[src/rtl/cbt_pkg.sv]
// cbt_pkg: shared types, constants and helpers of the c-like byte tokenizer
// no dependencies; used by cbt_out_if, cbt_scan, cbt_obuf and the top level
`default_nettype none

package cbt_pkg;

  // default widths of the counters and the integer value
  localparam int unsigned LINE_BITS_DEF   = 20;
  localparam int unsigned OFFSET_BITS_DEF = 32;
  localparam int unsigned VALUE_BITS_DEF  = 32;

  // token length field, fixed
  localparam int unsigned LEN_BITS = 16;
  localparam int unsigned KIND_BITS = 5;

  // bytes of an identifier kept for keyword matching
  localparam int unsigned KW_BYTES = 5;

  // control characters
  localparam logic [7:0] CH_TAB = 8'h09;
  localparam logic [7:0] CH_LF  = 8'h0A;
  localparam logic [7:0] CH_VT  = 8'h0B;
  localparam logic [7:0] CH_FF  = 8'h0C;
  localparam logic [7:0] CH_CR  = 8'h0D;

  // keyword text, first byte in the low bits, unused bytes zero
  localparam logic [8*KW_BYTES-1:0] KW_ELSE  = 40'h00_65_73_6C_65;
  localparam logic [8*KW_BYTES-1:0] KW_FALSE = 40'h65_73_6C_61_66;
  localparam logic [8*KW_BYTES-1:0] KW_IF    = 40'h00_00_00_66_69;
  localparam logic [8*KW_BYTES-1:0] KW_TRUE  = 40'h00_65_75_72_74;
  localparam logic [8*KW_BYTES-1:0] KW_WHILE = 40'h65_6C_69_68_77;

  typedef enum logic [KIND_BITS-1:0] {
    TK_EOF     = 5'd0,
    TK_IDENT   = 5'd1,
    TK_INT     = 5'd2,
    TK_ELSE    = 5'd3,
    TK_FALSE   = 5'd4,
    TK_IF      = 5'd5,
    TK_TRUE    = 5'd6,
    TK_WHILE   = 5'd7,
    TK_SEMI    = 5'd8,
    TK_LPAREN  = 5'd9,
    TK_RPAREN  = 5'd10,
    TK_LBRACE  = 5'd11,
    TK_RBRACE  = 5'd12,
    TK_ASSIGN  = 5'd13,
    TK_MINUS   = 5'd14,
    TK_PLUS    = 5'd15,
    TK_STAR    = 5'd16,
    TK_SLASH   = 5'd17,
    TK_PERCENT = 5'd18,
    TK_LT      = 5'd19,
    TK_LE      = 5'd20,
    TK_GT      = 5'd21,
    TK_GE      = 5'd22,
    TK_EQ      = 5'd23,
    TK_NE      = 5'd24,
    TK_NOT     = 5'd25,
    TK_ERROR   = 5'd26
  } tok_kind_e;

  // beats pushed by the scanner into the result queue
  typedef struct packed {
    logic [1:0] count;
  } cbt_push_t;

  // result queue slots free after this cycle's pop
  typedef struct packed {
    logic [1:0] free;
  } cbt_room_t;

  // width of one packed token: kind, line, start, length, value, overflow, last
  function automatic int unsigned tok_width(int unsigned lb, int unsigned ob, int unsigned vb);
    return KIND_BITS + lb + ob + LEN_BITS + vb + 2;
  endfunction

  // operator kind of a byte; with_eq selects the two-character form
  function automatic tok_kind_e op_kind(logic [7:0] c, logic with_eq);
    tok_kind_e k;
    case (c)
      ";":     k = TK_SEMI;
      "(":     k = TK_LPAREN;
      ")":     k = TK_RPAREN;
      "{":     k = TK_LBRACE;
      "}":     k = TK_RBRACE;
      "=":     k = with_eq ? TK_EQ : TK_ASSIGN;
      "-":     k = TK_MINUS;
      "+":     k = TK_PLUS;
      "*":     k = TK_STAR;
      "/":     k = TK_SLASH;
      "%":     k = TK_PERCENT;
      "<":     k = with_eq ? TK_LE : TK_LT;
      ">":     k = with_eq ? TK_GE : TK_GT;
      "!":     k = with_eq ? TK_NE : TK_NOT;
      default: k = TK_ERROR;
    endcase
    return k;
  endfunction

  // keyword match on the buffered prefix and the length
  function automatic tok_kind_e ident_kind(logic [8*KW_BYTES-1:0] kw, logic [LEN_BITS-1:0] len);
    tok_kind_e k;
    k = TK_IDENT;
    if (len == LEN_BITS'(4) && kw == KW_ELSE) k = TK_ELSE;
    else if (len == LEN_BITS'(5) && kw == KW_FALSE) k = TK_FALSE;
    else if (len == LEN_BITS'(2) && kw == KW_IF) k = TK_IF;
    else if (len == LEN_BITS'(4) && kw == KW_TRUE) k = TK_TRUE;
    else if (len == LEN_BITS'(5) && kw == KW_WHILE) k = TK_WHILE;
    return k;
  endfunction

endpackage

`default_nettype wire

[src/rtl/cbt_in_if.sv]
// cbt_in_if: input channel of the tokenizer, one source byte or end per beat
// depends on nothing
`default_nettype none

interface cbt_in_if;
  logic       valid;
  logic       ready;
  logic       kind;
  logic [7:0] char_byte;

  modport source (output valid, kind, char_byte, input ready);
  modport sink   (input valid, kind, char_byte, output ready);
endinterface

`default_nettype wire

[src/rtl/cbt_out_if.sv]
// cbt_out_if: result channel of the tokenizer, one token per beat
// depends on cbt_pkg for default widths
`default_nettype none

interface cbt_out_if #(
  parameter int unsigned LINE_BITS   = cbt_pkg::LINE_BITS_DEF,
  parameter int unsigned OFFSET_BITS = cbt_pkg::OFFSET_BITS_DEF,
  parameter int unsigned VALUE_BITS  = cbt_pkg::VALUE_BITS_DEF
);
  logic                   valid;
  logic                   ready;
  logic [4:0]             token_kind;
  logic [LINE_BITS-1:0]   line_number;
  logic [OFFSET_BITS-1:0] start_offset;
  logic [15:0]            token_length;
  logic [VALUE_BITS-1:0]  int_value;
  logic                   int_overflow;
  logic                   last_of_run;

  modport source (output valid, token_kind, line_number, start_offset, token_length,
                  int_value, int_overflow, last_of_run, input ready);
  modport sink   (input valid, token_kind, line_number, start_offset, token_length,
                  int_value, int_overflow, last_of_run, output ready);
endinterface

`default_nettype wire

[src/rtl/c_like_byte_tokenizer.sv]
// c_like_byte_tokenizer: streaming lexer for a small c-like language
// depends on cbt_pkg, cbt_in_if, cbt_out_if, cbt_scan and cbt_obuf
// a beat taken goes into the input register and is scanned from there; its
//   first token is written into the result queue, whose head drives token_o
// throughput: one input beat per cycle while the result queue has room; a beat
//   that makes two tokens fills both queue slots, drained by the single output port
// reset: rst_ni clears all scanner state at once (line count to one), no sweep
`default_nettype none

module c_like_byte_tokenizer #(
  parameter int unsigned LINE_BITS   = cbt_pkg::LINE_BITS_DEF,
  parameter int unsigned OFFSET_BITS = cbt_pkg::OFFSET_BITS_DEF,
  parameter int unsigned VALUE_BITS  = cbt_pkg::VALUE_BITS_DEF
) (
  input  wire        clk_i,
  input  wire        rst_ni,
  cbt_in_if.sink     byte_i,
  cbt_out_if.source  token_o
);
  import cbt_pkg::*;

  // packed token layout, low to high: last, overflow, value, length, start, line, kind
  localparam int unsigned TOK_W    = tok_width(LINE_BITS, OFFSET_BITS, VALUE_BITS);
  localparam int unsigned VAL_LO   = 2;
  localparam int unsigned LEN_LO   = VAL_LO + VALUE_BITS;
  localparam int unsigned START_LO = LEN_LO + LEN_BITS;
  localparam int unsigned LINE_LO  = START_LO + OFFSET_BITS;
  localparam int unsigned KIND_LO  = LINE_LO + LINE_BITS;

  cbt_push_t        push;
  cbt_room_t        room;
  logic [TOK_W-1:0] tok0, tok1, head;

  // scanner: input register plus all lexer state; fires when the queue has room
  // for every token this beat makes
  cbt_scan #(
    .LINE_BITS  (LINE_BITS),
    .OFFSET_BITS(OFFSET_BITS),
    .VALUE_BITS (VALUE_BITS),
    .TOK_W      (TOK_W)
  ) u_scan (
    .clk_i  (clk_i),
    .rst_ni (rst_ni),
    .byte_i (byte_i),
    .room_i (room),
    .push_o (push),
    .tok0_o (tok0),
    .tok1_o (tok1)
  );

  // result register: two slots so a flushed token and its follower leave in order
  cbt_obuf #(
    .WIDTH(TOK_W)
  ) u_obuf (
    .clk_i   (clk_i),
    .rst_ni  (rst_ni),
    .push_i  (push),
    .tok0_i  (tok0),
    .tok1_i  (tok1),
    .room_o  (room),
    .valid_o (token_o.valid),
    .ready_i (token_o.ready),
    .data_o  (head)
  );

  // unpack the head of the queue onto the output beat
  assign token_o.token_kind   = head[KIND_LO +: KIND_BITS];
  assign token_o.line_number  = head[LINE_LO +: LINE_BITS];
  assign token_o.start_offset = head[START_LO +: OFFSET_BITS];
  assign token_o.token_length = head[LEN_LO +: LEN_BITS];
  assign token_o.int_value    = head[VAL_LO +: VALUE_BITS];
  assign token_o.int_overflow = head[1];
  assign token_o.last_of_run  = head[0];

endmodule

`default_nettype wire

[src/rtl/cbt_scan.sv]
// cbt_scan: input register, scanner state and token formation, up to two tokens a beat
// depends on cbt_pkg and cbt_in_if
`default_nettype none

module cbt_scan #(
  parameter int unsigned LINE_BITS   = cbt_pkg::LINE_BITS_DEF,
  parameter int unsigned OFFSET_BITS = cbt_pkg::OFFSET_BITS_DEF,
  parameter int unsigned VALUE_BITS  = cbt_pkg::VALUE_BITS_DEF,
  parameter int unsigned TOK_W       = cbt_pkg::tok_width(LINE_BITS, OFFSET_BITS, VALUE_BITS)
) (
  input  wire                    clk_i,
  input  wire                    rst_ni,
  cbt_in_if.sink                 byte_i,
  input  cbt_pkg::cbt_room_t     room_i,
  output cbt_pkg::cbt_push_t     push_o,
  output logic [TOK_W-1:0]       tok0_o,
  output logic [TOK_W-1:0]       tok1_o
);
  import cbt_pkg::*;

  typedef enum logic [2:0] {
    M_IDLE, M_IDENT, M_INT, M_OP, M_SLASH, M_COMMENT, M_HALT
  } mode_e;

  typedef enum logic [1:0] {
    PAIR_NONE, PAIR_CR, PAIR_LF
  } pair_e;

  localparam logic [LEN_BITS-1:0] LEN_MAX = '1;

  // input register
  logic       iv_q;
  logic       ikind_q;
  logic [7:0] ichar_q;

  // scanner state
  mode_e                    mode_q, mode_d;
  pair_e                    pair_q, pair_d;
  logic [7:0]               pend_q, pend_d;
  logic [8*KW_BYTES-1:0]    kw_q, kw_d;
  logic [LEN_BITS-1:0]      len_q, len_d;
  logic [OFFSET_BITS-1:0]   start_q, start_d;
  logic [OFFSET_BITS-1:0]   pos_q, pos_d;
  logic [LINE_BITS-1:0]     line_q, line_d;
  logic [VALUE_BITS-1:0]    val_q, val_d;
  logic                     ovf_q, ovf_d;

  // token formation
  logic                     has_f, has_n, cont, nl, fire;
  tok_kind_e                f_kind, n_kind;
  logic [LEN_BITS-1:0]      f_len, n_len;
  logic [OFFSET_BITS-1:0]   n_start;
  logic [VALUE_BITS-1:0]    f_val;
  logic                     f_ovf;
  logic [VALUE_BITS+3:0]    prod;
  logic [1:0]               cnt;
  pair_e                    mine;
  logic [TOK_W-1:0]         f_tok, n_tok;

  always_comb begin
    mode_d  = mode_q;
    pair_d  = pair_q;
    pend_d  = pend_q;
    kw_d    = kw_q;
    len_d   = len_q;
    start_d = start_q;
    pos_d   = pos_q;
    line_d  = line_q;
    val_d   = val_q;
    ovf_d   = ovf_q;
    has_f   = 1'b0;
    has_n   = 1'b0;
    n_kind  = TK_EOF;
    n_start = pos_q;
    n_len   = '0;
    cont    = 1'b1;
    nl      = (ichar_q == CH_CR) || (ichar_q == CH_LF);
    mine    = (ichar_q == CH_CR) ? PAIR_CR : PAIR_LF;
    prod    = {1'b0, val_q, 3'b000} + {3'b000, val_q, 1'b0}
            + (VALUE_BITS+4)'(ichar_q[3:0]);

    if (mode_q == M_HALT) begin
      // dead until reset
    end else if (ikind_q) begin
      has_f  = (mode_q == M_IDENT) || (mode_q == M_INT) || (mode_q == M_OP)
            || (mode_q == M_SLASH);
      has_n  = 1'b1;
      n_kind = TK_EOF;
      mode_d = M_IDLE;
      pair_d = PAIR_NONE;
    end else begin
      pos_d = pos_q + OFFSET_BITS'(1);
      case (mode_q)
        M_COMMENT: begin
          if (nl) mode_d = M_IDLE;
          else cont = 1'b0;
        end
        M_OP: begin
          if (ichar_q == "=") begin
            has_n   = 1'b1;
            n_kind  = op_kind(pend_q, 1'b1);
            n_start = start_q;
            n_len   = LEN_BITS'(2);
            mode_d  = M_IDLE;
            cont    = 1'b0;
          end else begin
            has_f  = 1'b1;
            mode_d = M_IDLE;
          end
        end
        M_SLASH: begin
          if (ichar_q == "/") begin
            mode_d = M_COMMENT;
            cont   = 1'b0;
          end else begin
            has_f  = 1'b1;
            mode_d = M_IDLE;
          end
        end
        M_IDENT: begin
          if (ichar_q inside {["a":"z"], ["A":"Z"], ["0":"9"], "_"}) begin
            for (int i = 0; i < KW_BYTES; i++) begin
              if (len_q == LEN_BITS'(i)) kw_d[8*i +: 8] = ichar_q;
            end
            if (len_q != LEN_MAX) len_d = len_q + LEN_BITS'(1);
            cont = 1'b0;
          end else begin
            has_f  = 1'b1;
            mode_d = M_IDLE;
          end
        end
        M_INT: begin
          if (ichar_q inside {["0":"9"]}) begin
            // value*10+digit past the top bits means saturation
            if (ovf_q || (prod[VALUE_BITS+3:VALUE_BITS] != 4'b0000)) begin
              val_d = '1;
              ovf_d = 1'b1;
            end else begin
              val_d = prod[VALUE_BITS-1:0];
            end
            if (len_q != LEN_MAX) len_d = len_q + LEN_BITS'(1);
            cont = 1'b0;
          end else begin
            has_f  = 1'b1;
            mode_d = M_IDLE;
          end
        end
        default: ;
      endcase

      if (cont) begin
        if (nl) begin
          // second half of crlf or lfcr closes the pair without a new line
          if (pair_q != PAIR_NONE && pair_q != mine) begin
            pair_d = PAIR_NONE;
          end else begin
            if (line_q != '1) line_d = line_q + LINE_BITS'(1);
            pair_d = mine;
          end
        end else begin
          pair_d = PAIR_NONE;
          if (ichar_q inside {" ", CH_TAB, CH_VT, CH_FF}) begin
            // whitespace
          end else if (ichar_q inside {["a":"z"], ["A":"Z"], "_"}) begin
            mode_d  = M_IDENT;
            start_d = pos_q;
            kw_d    = {{(8*KW_BYTES-8){1'b0}}, ichar_q};
            len_d   = LEN_BITS'(1);
          end else if (ichar_q inside {["0":"9"]}) begin
            mode_d  = M_INT;
            start_d = pos_q;
            val_d   = VALUE_BITS'(ichar_q[3:0]);
            ovf_d   = 1'b0;
            len_d   = LEN_BITS'(1);
          end else if (ichar_q inside {"<", ">", "=", "!"}) begin
            mode_d  = M_OP;
            start_d = pos_q;
            pend_d  = ichar_q;
          end else if (ichar_q == "/") begin
            mode_d  = M_SLASH;
            start_d = pos_q;
          end else if (op_kind(ichar_q, 1'b0) != TK_ERROR) begin
            has_n  = 1'b1;
            n_kind = op_kind(ichar_q, 1'b0);
            n_len  = LEN_BITS'(1);
          end else begin
            has_n  = 1'b1;
            n_kind = TK_ERROR;
            n_len  = LEN_BITS'(1);
            mode_d = M_HALT;
          end
        end
      end
    end
  end

  // the pending token as it stands before this beat
  always_comb begin
    f_len = len_q;
    f_val = '0;
    f_ovf = 1'b0;
    case (mode_q)
      M_IDENT: f_kind = ident_kind(kw_q, len_q);
      M_INT: begin
        f_kind = TK_INT;
        f_val  = val_q;
        f_ovf  = ovf_q;
      end
      M_OP: begin
        f_kind = op_kind(pend_q, 1'b0);
        f_len  = LEN_BITS'(1);
      end
      default: begin
        f_kind = TK_SLASH;
        f_len  = LEN_BITS'(1);
      end
    endcase
  end

  assign cnt   = {1'b0, has_f} + {1'b0, has_n};
  assign fire  = iv_q && (cnt <= room_i.free);
  assign f_tok = {f_kind, line_q, start_q, f_len, f_val, f_ovf, !has_n};
  assign n_tok = {n_kind, line_q, n_start, n_len, {VALUE_BITS{1'b0}}, 1'b0, 1'b1};

  assign tok0_o       = has_f ? f_tok : n_tok;
  assign tok1_o       = n_tok;
  assign push_o.count = fire ? cnt : 2'd0;
  assign byte_i.ready = !iv_q || fire;

  always_ff @(posedge clk_i or negedge rst_ni) begin
    if (!rst_ni) begin
      iv_q    <= 1'b0;
      ikind_q <= 1'b0;
      ichar_q <= '0;
      mode_q  <= M_IDLE;
      pair_q  <= PAIR_NONE;
      pend_q  <= '0;
      kw_q    <= '0;
      len_q   <= '0;
      start_q <= '0;
      pos_q   <= '0;
      line_q  <= LINE_BITS'(1);
      val_q   <= '0;
      ovf_q   <= 1'b0;
    end else begin
      if (byte_i.valid && byte_i.ready) begin
        iv_q    <= 1'b1;
        ikind_q <= byte_i.kind;
        ichar_q <= byte_i.char_byte;
      end else if (fire) begin
        iv_q <= 1'b0;
      end
      if (fire) begin
        mode_q  <= mode_d;
        pair_q  <= pair_d;
        pend_q  <= pend_d;
        kw_q    <= kw_d;
        len_q   <= len_d;
        start_q <= start_d;
        pos_q   <= pos_d;
        line_q  <= line_d;
        val_q   <= val_d;
        ovf_q   <= ovf_d;
      end
    end
  end

endmodule

`default_nettype wire

[src/rtl/cbt_obuf.sv]
// cbt_obuf: two-slot result queue that takes up to two tokens a cycle
// depends on cbt_pkg
`default_nettype none

module cbt_obuf #(
  parameter int unsigned WIDTH = 8
) (
  input  wire                 clk_i,
  input  wire                 rst_ni,
  input  cbt_pkg::cbt_push_t  push_i,
  input  logic [WIDTH-1:0]    tok0_i,
  input  logic [WIDTH-1:0]    tok1_i,
  output cbt_pkg::cbt_room_t  room_o,
  output logic                valid_o,
  input  wire                 ready_i,
  output logic [WIDTH-1:0]    data_o
);
  import cbt_pkg::*;

  logic             v0_q, v1_q;
  logic [WIDTH-1:0] s0_q, s1_q, s0_d, s1_d, rem0;
  logic             pop;
  logic [1:0]       rem_cnt, total;

  assign pop     = v0_q && ready_i;
  assign rem_cnt = {1'b0, v0_q} + {1'b0, v1_q} - {1'b0, pop};
  assign rem0    = pop ? s1_q : s0_q;
  assign total   = rem_cnt + push_i.count;
  assign room_o.free = 2'd2 - rem_cnt;

  always_comb begin
    s0_d = (rem_cnt != 2'd0) ? rem0 : tok0_i;
    case (rem_cnt)
      2'd2:    s1_d = s1_q;
      2'd1:    s1_d = tok0_i;
      default: s1_d = tok1_i;
    endcase
  end

  always_ff @(posedge clk_i or negedge rst_ni) begin
    if (!rst_ni) begin
      v0_q <= 1'b0;
      v1_q <= 1'b0;
    end else begin
      v0_q <= (total != 2'd0);
      v1_q <= (total == 2'd2);
    end
  end

  always_ff @(posedge clk_i) begin
    s0_q <= s0_d;
    s1_q <= s1_d;
  end

  assign valid_o = v0_q;
  assign data_o  = s0_q;

endmodule

`default_nettype wire

[src/flat_wrapper.sv]
// flat-port wrapper written by rule: the top's interface ports become plain ports
module c_like_byte_tokenizer_flat import cbt_pkg::*;
#(
  parameter int unsigned LINE_BITS   = cbt_pkg::LINE_BITS_DEF,
  parameter int unsigned OFFSET_BITS = cbt_pkg::OFFSET_BITS_DEF,
  parameter int unsigned VALUE_BITS  = cbt_pkg::VALUE_BITS_DEF
)
  (clk_i, rst_ni, byte_i_valid, byte_i_kind, byte_i_char_byte, byte_i_ready, token_o_valid, token_o_token_kind, token_o_line_number, token_o_start_offset, token_o_token_length, token_o_int_value, token_o_int_overflow, token_o_last_of_run, token_o_ready);
  cbt_in_if byte_i_i ();
  cbt_out_if #(.LINE_BITS(LINE_BITS), .OFFSET_BITS(OFFSET_BITS), .VALUE_BITS(VALUE_BITS)) token_o_i ();
  input  wire clk_i;
  input  wire rst_ni;
  input wire logic [$bits(byte_i_i.valid)-1:0] byte_i_valid;
  input wire logic [$bits(byte_i_i.kind)-1:0] byte_i_kind;
  input wire logic [$bits(byte_i_i.char_byte)-1:0] byte_i_char_byte;
  output wire logic [$bits(byte_i_i.ready)-1:0] byte_i_ready;
  output wire logic [$bits(token_o_i.valid)-1:0] token_o_valid;
  output wire logic [$bits(token_o_i.token_kind)-1:0] token_o_token_kind;
  output wire logic [$bits(token_o_i.line_number)-1:0] token_o_line_number;
  output wire logic [$bits(token_o_i.start_offset)-1:0] token_o_start_offset;
  output wire logic [$bits(token_o_i.token_length)-1:0] token_o_token_length;
  output wire logic [$bits(token_o_i.int_value)-1:0] token_o_int_value;
  output wire logic [$bits(token_o_i.int_overflow)-1:0] token_o_int_overflow;
  output wire logic [$bits(token_o_i.last_of_run)-1:0] token_o_last_of_run;
  input wire logic [$bits(token_o_i.ready)-1:0] token_o_ready;
  assign byte_i_i.valid = byte_i_valid;
  assign byte_i_i.kind = byte_i_kind;
  assign byte_i_i.char_byte = byte_i_char_byte;
  assign byte_i_ready = byte_i_i.ready;
  assign token_o_valid = token_o_i.valid;
  assign token_o_token_kind = token_o_i.token_kind;
  assign token_o_line_number = token_o_i.line_number;
  assign token_o_start_offset = token_o_i.start_offset;
  assign token_o_token_length = token_o_i.token_length;
  assign token_o_int_value = token_o_i.int_value;
  assign token_o_int_overflow = token_o_i.int_overflow;
  assign token_o_last_of_run = token_o_i.last_of_run;
  assign token_o_i.ready = token_o_ready;
  c_like_byte_tokenizer #(.LINE_BITS(LINE_BITS), .OFFSET_BITS(OFFSET_BITS), .VALUE_BITS(VALUE_BITS)) u_core (.clk_i(clk_i), .rst_ni(rst_ni), .byte_i(byte_i_i), .token_o(token_o_i));
endmodule
[config.mk]
export PLATFORM = sky130hd
export DESIGN_NAME = c_like_byte_tokenizer_flat
export DESIGN_NICKNAME = d
export VERILOG_FILES = /design/src/rtl/cbt_pkg.sv /design/src/rtl/cbt_in_if.sv /design/src/rtl/cbt_out_if.sv /design/src/rtl/c_like_byte_tokenizer.sv /design/src/rtl/cbt_scan.sv /design/src/rtl/cbt_obuf.sv /design/src/flat_wrapper.sv
export SDC_FILE = /design/constraint.sdc
export NUM_CORES = 1
export LEC_CHECK = 0
export BUFFER_PORTS_ARGS = -buffer_cell sky130_fd_sc_hd__buf_2
export CORE_MARGIN = 3
export CORE_UTILIZATION = 63
export DETAILED_ROUTE_END_ITERATION = 10
export PLACE_DENSITY = 0.85
export SLEW_MARGIN = 40
export SYNTH_ARGS = -nofsm -noshare
export SYNTH_HDL_FRONTEND = slang
export SYNTH_SLANG_ARGS = --single-unit
export TNS_END_PERCENT = 1
[constraint.sdc]
create_clock -name clk_i -period 7.3 [get_ports clk_i]
set_input_delay 0.73 -clock clk_i [delete_from_list [all_inputs] [get_ports clk_i]]
set_output_delay 0.73 -clock clk_i [all_outputs]
set_load 0.02 [all_outputs]
* Word-level counts from Yosys, hierarchy flattened *
Index checks and enable logic that the tools add are counted.

cells by class
  $add $sub $neg = 10
  $lt $le $gt $ge = 7
  eq/ne operators = 59
  mux-type cells = 136
  bitwise logic cells = 7
  reduce and logical (&&, ||, !) cells = 39

operators by type and width
  kind                                              number
  2-to-1 mux 32 bit                                 17
  2-to-1 mux 107 bit                                3
  2-to-1 mux 16 bit                                 18
  2-to-1 mux 40 bit                                 6
  one-hot mux 107 bit (2 select lines)              1
  == test 8 x 6 -> 1 bit (second input constant)    25
  one-hot mux 5 bit (14 select lines)               2
  2-to-1 mux 5 bit                                  21
  == test 40 x 31 -> 1 bit (second input constant)  2
  == test 40 x 39 -> 1 bit (second input constant)  2
  one-hot mux 5 bit (13 select lines)               1
  2-to-1 mux 3 bit                                  18
  == test 40 x 15 -> 1 bit (second input constant)  1
  == test 8 x 4 -> 1 bit (second input constant)    5
  == test 8 x 7 -> 1 bit (second input constant)    5
  2-to-1 mux 8 bit                                  5
  adder 35 x 33 -> 36 bit                           1
  adder 36 x 4 -> 36 bit                            1
  adder 32 x 1 -> 32 bit (second input constant)    1
  == test 16 x 2 -> 1 bit (second input constant)   2
  == test 16 x 3 -> 1 bit (second input constant)   2
  one-hot mux 16 bit (2 select lines)               1
  2-to-1 mux 1 bit                                  31
  adder 20 x 1 -> 20 bit (second input constant)    1
  39 further kinds                                  86

storage, ports and cells
  flip-flop bits (word level) = 412
  input bits = 13
  output and inout port bits = 109

* Logic depth before layout (Yosys ltp) *
  depth in word-level cells = 24
  mapped depth = 22
  mapped depth without buffers = 19

* Modules after synthesis *
Synthesis repeated with hierarchy kept, for this count alone.

unflattened totals
  cells, all modules = 2,068
  area, all modules = 23,417.5 sq um

modules (own cells, without submodules)
  module    instances  cells each  area each (sq um)  sequential area each (sq um)
  cbt_scan  1          1,596       14,217.4           4,906.0
  cbt_obuf  1          472         9,200.1            6,476.2

* Worst setup path after synthesis *
Ideal clock, no wire load.

  kind = reg2reg
  start = register u_core.u_scan.ichar_q[6]
  end = register u_core.u_scan.line_q[17]
  library setup time = 123 ps
  arrival = 4,425 ps
  data required time = 7,177 ps
  slack = 2,752 ps
  cell stages (with the launch flop) = 22
  path buffers = 4
  clock period less this slack = 4,548 ps
  cells stage by stage = dfrtp_1 -> buf_2 -> nor3b_4 -> and3_1 -> nor2_1 -> a2111oi_2 -> a311oi_2 -> o21bai_2 -> buf_2 -> ha_1 -> ha_1 -> nor2b_1 -> o21ai_1 -> nand3_1 -> or3_4 -> a31oi_4 -> and4_1 -> buf_4 -> and2_1 -> buf_4 -> nand3_2 -> xnor2_1

between the ends
  longest elaborated chain between the ends = 16

RTL lines
  item                                                                                 RTL line         RTL
  start: declaration                                                                   cbt_scan.sv:34   logic [7:0] ichar_q;
  start signal: assignment                                                             cbt_scan.sv:249  ichar_q <= byte_i.char_byte;
  branches (longest 15 deep; another with greater-or-equal comparator 8 x 7 -> 1 bit)  -
  AND reduction 7 bit (no source line) *                                               -
  end signal: assignment                                                               cbt_scan.sv:261  line_q <= line_d;
  end: declaration                                                                     cbt_scan.sv:44   logic [LINE_BITS-1:0] line_q, line_d;

Every way passes the cells marked *. The select of a mux whose other input is x is not followed.
A chain may end at the register's enable or synchronous reset.

* Final worst setup path *
  start = register u_core.u_scan.ichar_q[2]
  end = register u_core.u_scan.pos_q[30]

between the ends
  longest elaborated chain between the ends = 16

RTL lines
  item                                                                                 RTL line         RTL
  branches (longest 12 deep; another with greater-or-equal comparator 8 x 7 -> 1 bit)  -
  adder 1 x 1 -> 2 bit *                                                               cbt_scan.sv:220  assign cnt = {1'b0, has_f} + {1'b0, has_n};
  less-or-equal comparator 2 bit *                                                     cbt_scan.sv:221  assign fire = iv_q && (cnt <= room_i.free);
  logical AND 1 bit *                                                                  cbt_scan.sv:221
  AND reduction 3 bit (no source line) *                                               -
  end signal: assignment                                                               cbt_scan.sv:260  pos_q <= pos_d;
  end: declaration                                                                     cbt_scan.sv:43   logic [OFFSET_BITS-1:0] pos_q, pos_d;

Marked as above.

==> impl_metrics.json <==
{
  "reg2regPathDepth": 17,
  "start_util": 0.6487,
  "path_cells": "nand2_1, nor4_1, o21ai_2, a2111oi_2, a311oi_2, o21bai_2, ha_1, ha_1, nor2b_1, o21ai_1, nand3_2, nor3_1, nand3_1, nor2_1, and3_1, nand3_1, xnor2_1",
  "fmax_mhz": 176.2,
  "hpwl_um": 31910,
  "num-fill-cells": 2239,
  "worst_pin_slew_ns": 0.8429,
  "antenna_found_initial": 1,
  "die_area_um2": 36180,
  "vias": 15460,
  "antenna_left": 0,
  "ios": 122,
  "crit_arrival_ns": 6.09,
  "synth_edf_count": 214,
  "core_area_um2": 32950,
  "worstPathRequired_ns": 7.72,
  "cts-root-buf": "clkbuf_16",
  "wire_per_inst_um": 19.95,
  "clk_latency_ns": 0.55,
  "syn_area_um2": 21380,
  "r2r_end": "u_core.u_scan.pos_q[30]",
  "final_nets": 2101,
  "cts_tree": "built",
  "hold_class": "input port to asynchronous set/reset pin",
  "first_pass_iters": 5,
  "timing.setup.tns_ns": 0,
  "clkTransAtPathRegs_ns": 0.06,
  "reg2reg_slack_ns": 1.62,
  "crit_buf_inv": 0,
  "reg2reg_from": "u_core.u_scan.ichar_q[2]",
  "rows": 66,
  "crit_path_max_fanout": 23,
  "grt_util_all_layers": 0.2727,
  "stdcell_area_um2": 23790,
  "drt_iter0_drc": 1345,
  "min_period_over_period": 0.7776,
  "placed_cells": 2402,
  "finalWirelength_um": 49570,
  "cts_buffers": 42,
  "yosysSeqAreaShare": 0.5325,
  "hold_buffers": 0,
  "final_cell_mix": "edfxtp_1 (214), dfrtp_1 (195), nand2_1 (168)",
  "power_leakage_nw": 10.54,
  "fin_crit_ns": 5.676,
  "route.detailed.drc": 0,
  "grt_pass1_wl_um": 80480,
  "grt_setup_unrepaired": "no",
  "synth_cell_types": 88,
  "synthFlopType": "edfxtp_1",
  "grt_max_degree": 113,
  "synth.avg_cell_area_um2": 11.09,
  "cpMaxStageDelayCell": "dfrtp_1",
  "clock_tree.buffer_depth": 3,
  "ctsResizeCount": 0,
  "worst-setup-path-type": "flop to flop",
  "final_common_cell": "edfxtp_1",
  "cp-start-kind": "flop",
  "io_buffer_count": 121,
  "cpLargestDelayFamily": "simple AND/OR/NAND/NOR gates",
  "grt_pass1_vias": 15280,
  "placedInstanceArea_um2": 22250,
  "postCtsSetupRepairBufs": 0,
  "synthArstFlopShare": 0.4806,
  "drv_slew": 0,
  "syn-num-nets": 2021,
  "slew-limit-headroom": 0.4381,
  "area_delta_synth_final_pct": 11.30,
  "status": "finished, final reports clean",
  "gr-total-overflow": 0,
  "vias_per_cell": 6.225,
  "timing_hold_violations_final": 0,
  "power_density_nw_per_um2": 431.7,
  "ir_drop_uv": 352.1,
  "finalSetupViolCount": 0,
  "ys_seq_elements": 412,
  "clock-skew-final_ns": 0.01882,
  "drive_gt1_frac": 0.1391,
  "die_y_um": 190.2,
  "cts_max_level": 2,
  "setup_ws_ns": 1.624,
  "max_stage_delay_ns": 0.89,
  "die-width_um": 190.2,
  "cap_violations": 0,
  "clock_sinks": 412,
  "cp-end-kind": "flop",
  "instances_no_fill": 2484,
  "post-place-ws_ns": 1.772,
  "fin_total_pwr_mw": 10.27,
  "synth_cells": 1927,
  "routabilityCongestion": 0.8957,
  "yosys_warnings": 0
}
==> metal layers <==
metal / up-vias / track usage / share of wire
met2: 497 / 0.4431 / 0.47
met3: 84 / 0.03464 / 0.055
li1: 7215 / - / -
met5: - / 0 / 0
met1: 7666 / 0.3916 / 0.45
met4: 0 / 0.07734 / 0.022
==> layout make-up <==
| cell class | instances | area, um2 | area share |
|---|---|---|---|
| Antenna cell | 1 | 2.502 | 0.0001052 |
| Clock buffer | 60 | 1190 | 0.05002 |
| Clock inverter | 18 | 279.0 | 0.01173 |
| Inverter | 83 | 314.1 | 0.01320 |
| Multi-Input combinational cell | 1329 | 9274 | 0.3898 |
| Sequential cell | 412 | 11380 | 0.4785 |
| Tap cell | 442 | 553.0 | 0.02325 |
| Timing Repair Buffer | 139 | 793.3 | 0.03334 |
==> Yosys cell counts, types with 11 or more instances <==
master | n | area share
mux2_2 | 33 | 0.017
edfxtp_1 | 214 | 0.30
xor2_1 | 30 | 0.012
nor2_1 | 105 | 0.018
a21oi_1 | 110 | 0.026
nand3_1 | 66 | 0.015
a21o_1 | 18 | 0.0063
a211oi_1 | 11 | 0.0039
nand2b_1 | 16 | 0.0047
clkbuf_1 | 61 | 0.011
nor4_1 | 18 | 0.0053
a22o_1 | 55 | 0.023
xnor2_1 | 56 | 0.023
a31oi_1 | 21 | 0.0061
o21ai_1 | 71 | 0.017
inv_1 | 83 | 0.015
o31ai_1 | 11 | 0.0039
nand2_1 | 168 | 0.030
dfrtp_1 | 197 | 0.23
ha_1 | 78 | 0.046
nand4_1 | 23 | 0.0067
o21ai_0 | 46 | 0.011
mux2i_1 | 35 | 0.016
and3_1 | 33 | 0.0097
buf_2 | 26 | 0.0061
and2_1 | 61 | 0.018
and4_1 | 11 | 0.0045
nor3_1 | 27 | 0.0063
nor2b_1 | 15 | 0.0044
mux2_1 | 77 | 0.041
==> flip-flops by register name, summed over array words and instances, names as in the netlist, named ones only <==
signal	flops
u_core.u_scan.iv_q	1
u_core.u_obuf.s1_q	107
u_core.u_scan.len_q	16
u_core.u_scan.ikind_q	1
u_core.u_scan.pair_q	2
u_core.u_scan.line_q	20
u_core.u_scan.pend_q	8
u_core.u_scan.kw_q	40
u_core.u_scan.ichar_q	8
u_core.u_scan.start_q	32
u_core.u_scan.mode_q	3
u_core.u_obuf.data_o	107
u_core.u_obuf.valid_o	1
u_core.u_scan.pos_q	32
u_core.u_scan.val_q	31
u_core.u_obuf.v1_q	1
u_core.u_scan.ovf_q	1
==> per-stage QoR <==
step	hold slack, ns	util
after floorplan	0.4344	-
after global placement	0.4670	0.6744
after detailed placement	0.4730	0.6752
after CTS	0.1704	0.7198
after global routing	0.1764	0.7220
final	0.1218	0.7220
==> where the power goes <==
part | switching (mW) | internal (mW)
Clock | 0.907 | 1.36
Combinational | 2.77 | 1.38
Sequential | 0.467 | 3.39
Total | 4.14 | 6.13
==> cell families after synthesis <==
kind of cell,after synthesis,share of synthesized area
compound gates,425,0.1294
xor+xnor,86,0.03524
buf+inv,186,0.03664
fa+ha+maj,81,0.04847
simple gates,592,0.1435
mux,145,0.07434
flops,412,0.5325
==> how the worst max path moves through the flow <==
stage,end,startpoint,cells after the start
finish,u_core.u_scan.pos_q[30],u_core.u_scan.ichar_q[2],17
global route,u_core.u_scan.pos_q[28],u_core.u_scan.ichar_q[2],17
CTS,u_core.u_scan.pos_q[31],u_core.u_scan.ichar_q[2],17
detailed placement,u_core.u_scan.pos_q[28],u_core.u_scan.ichar_q[3],17
global placement,u_core.u_scan.line_q[19],u_core.u_scan.ichar_q[3],17
floorplan,u_core.u_scan.line_q[17],u_core.u_scan.ichar_q[6],21
Note: power is estimated with default switching activity, not from simulation.
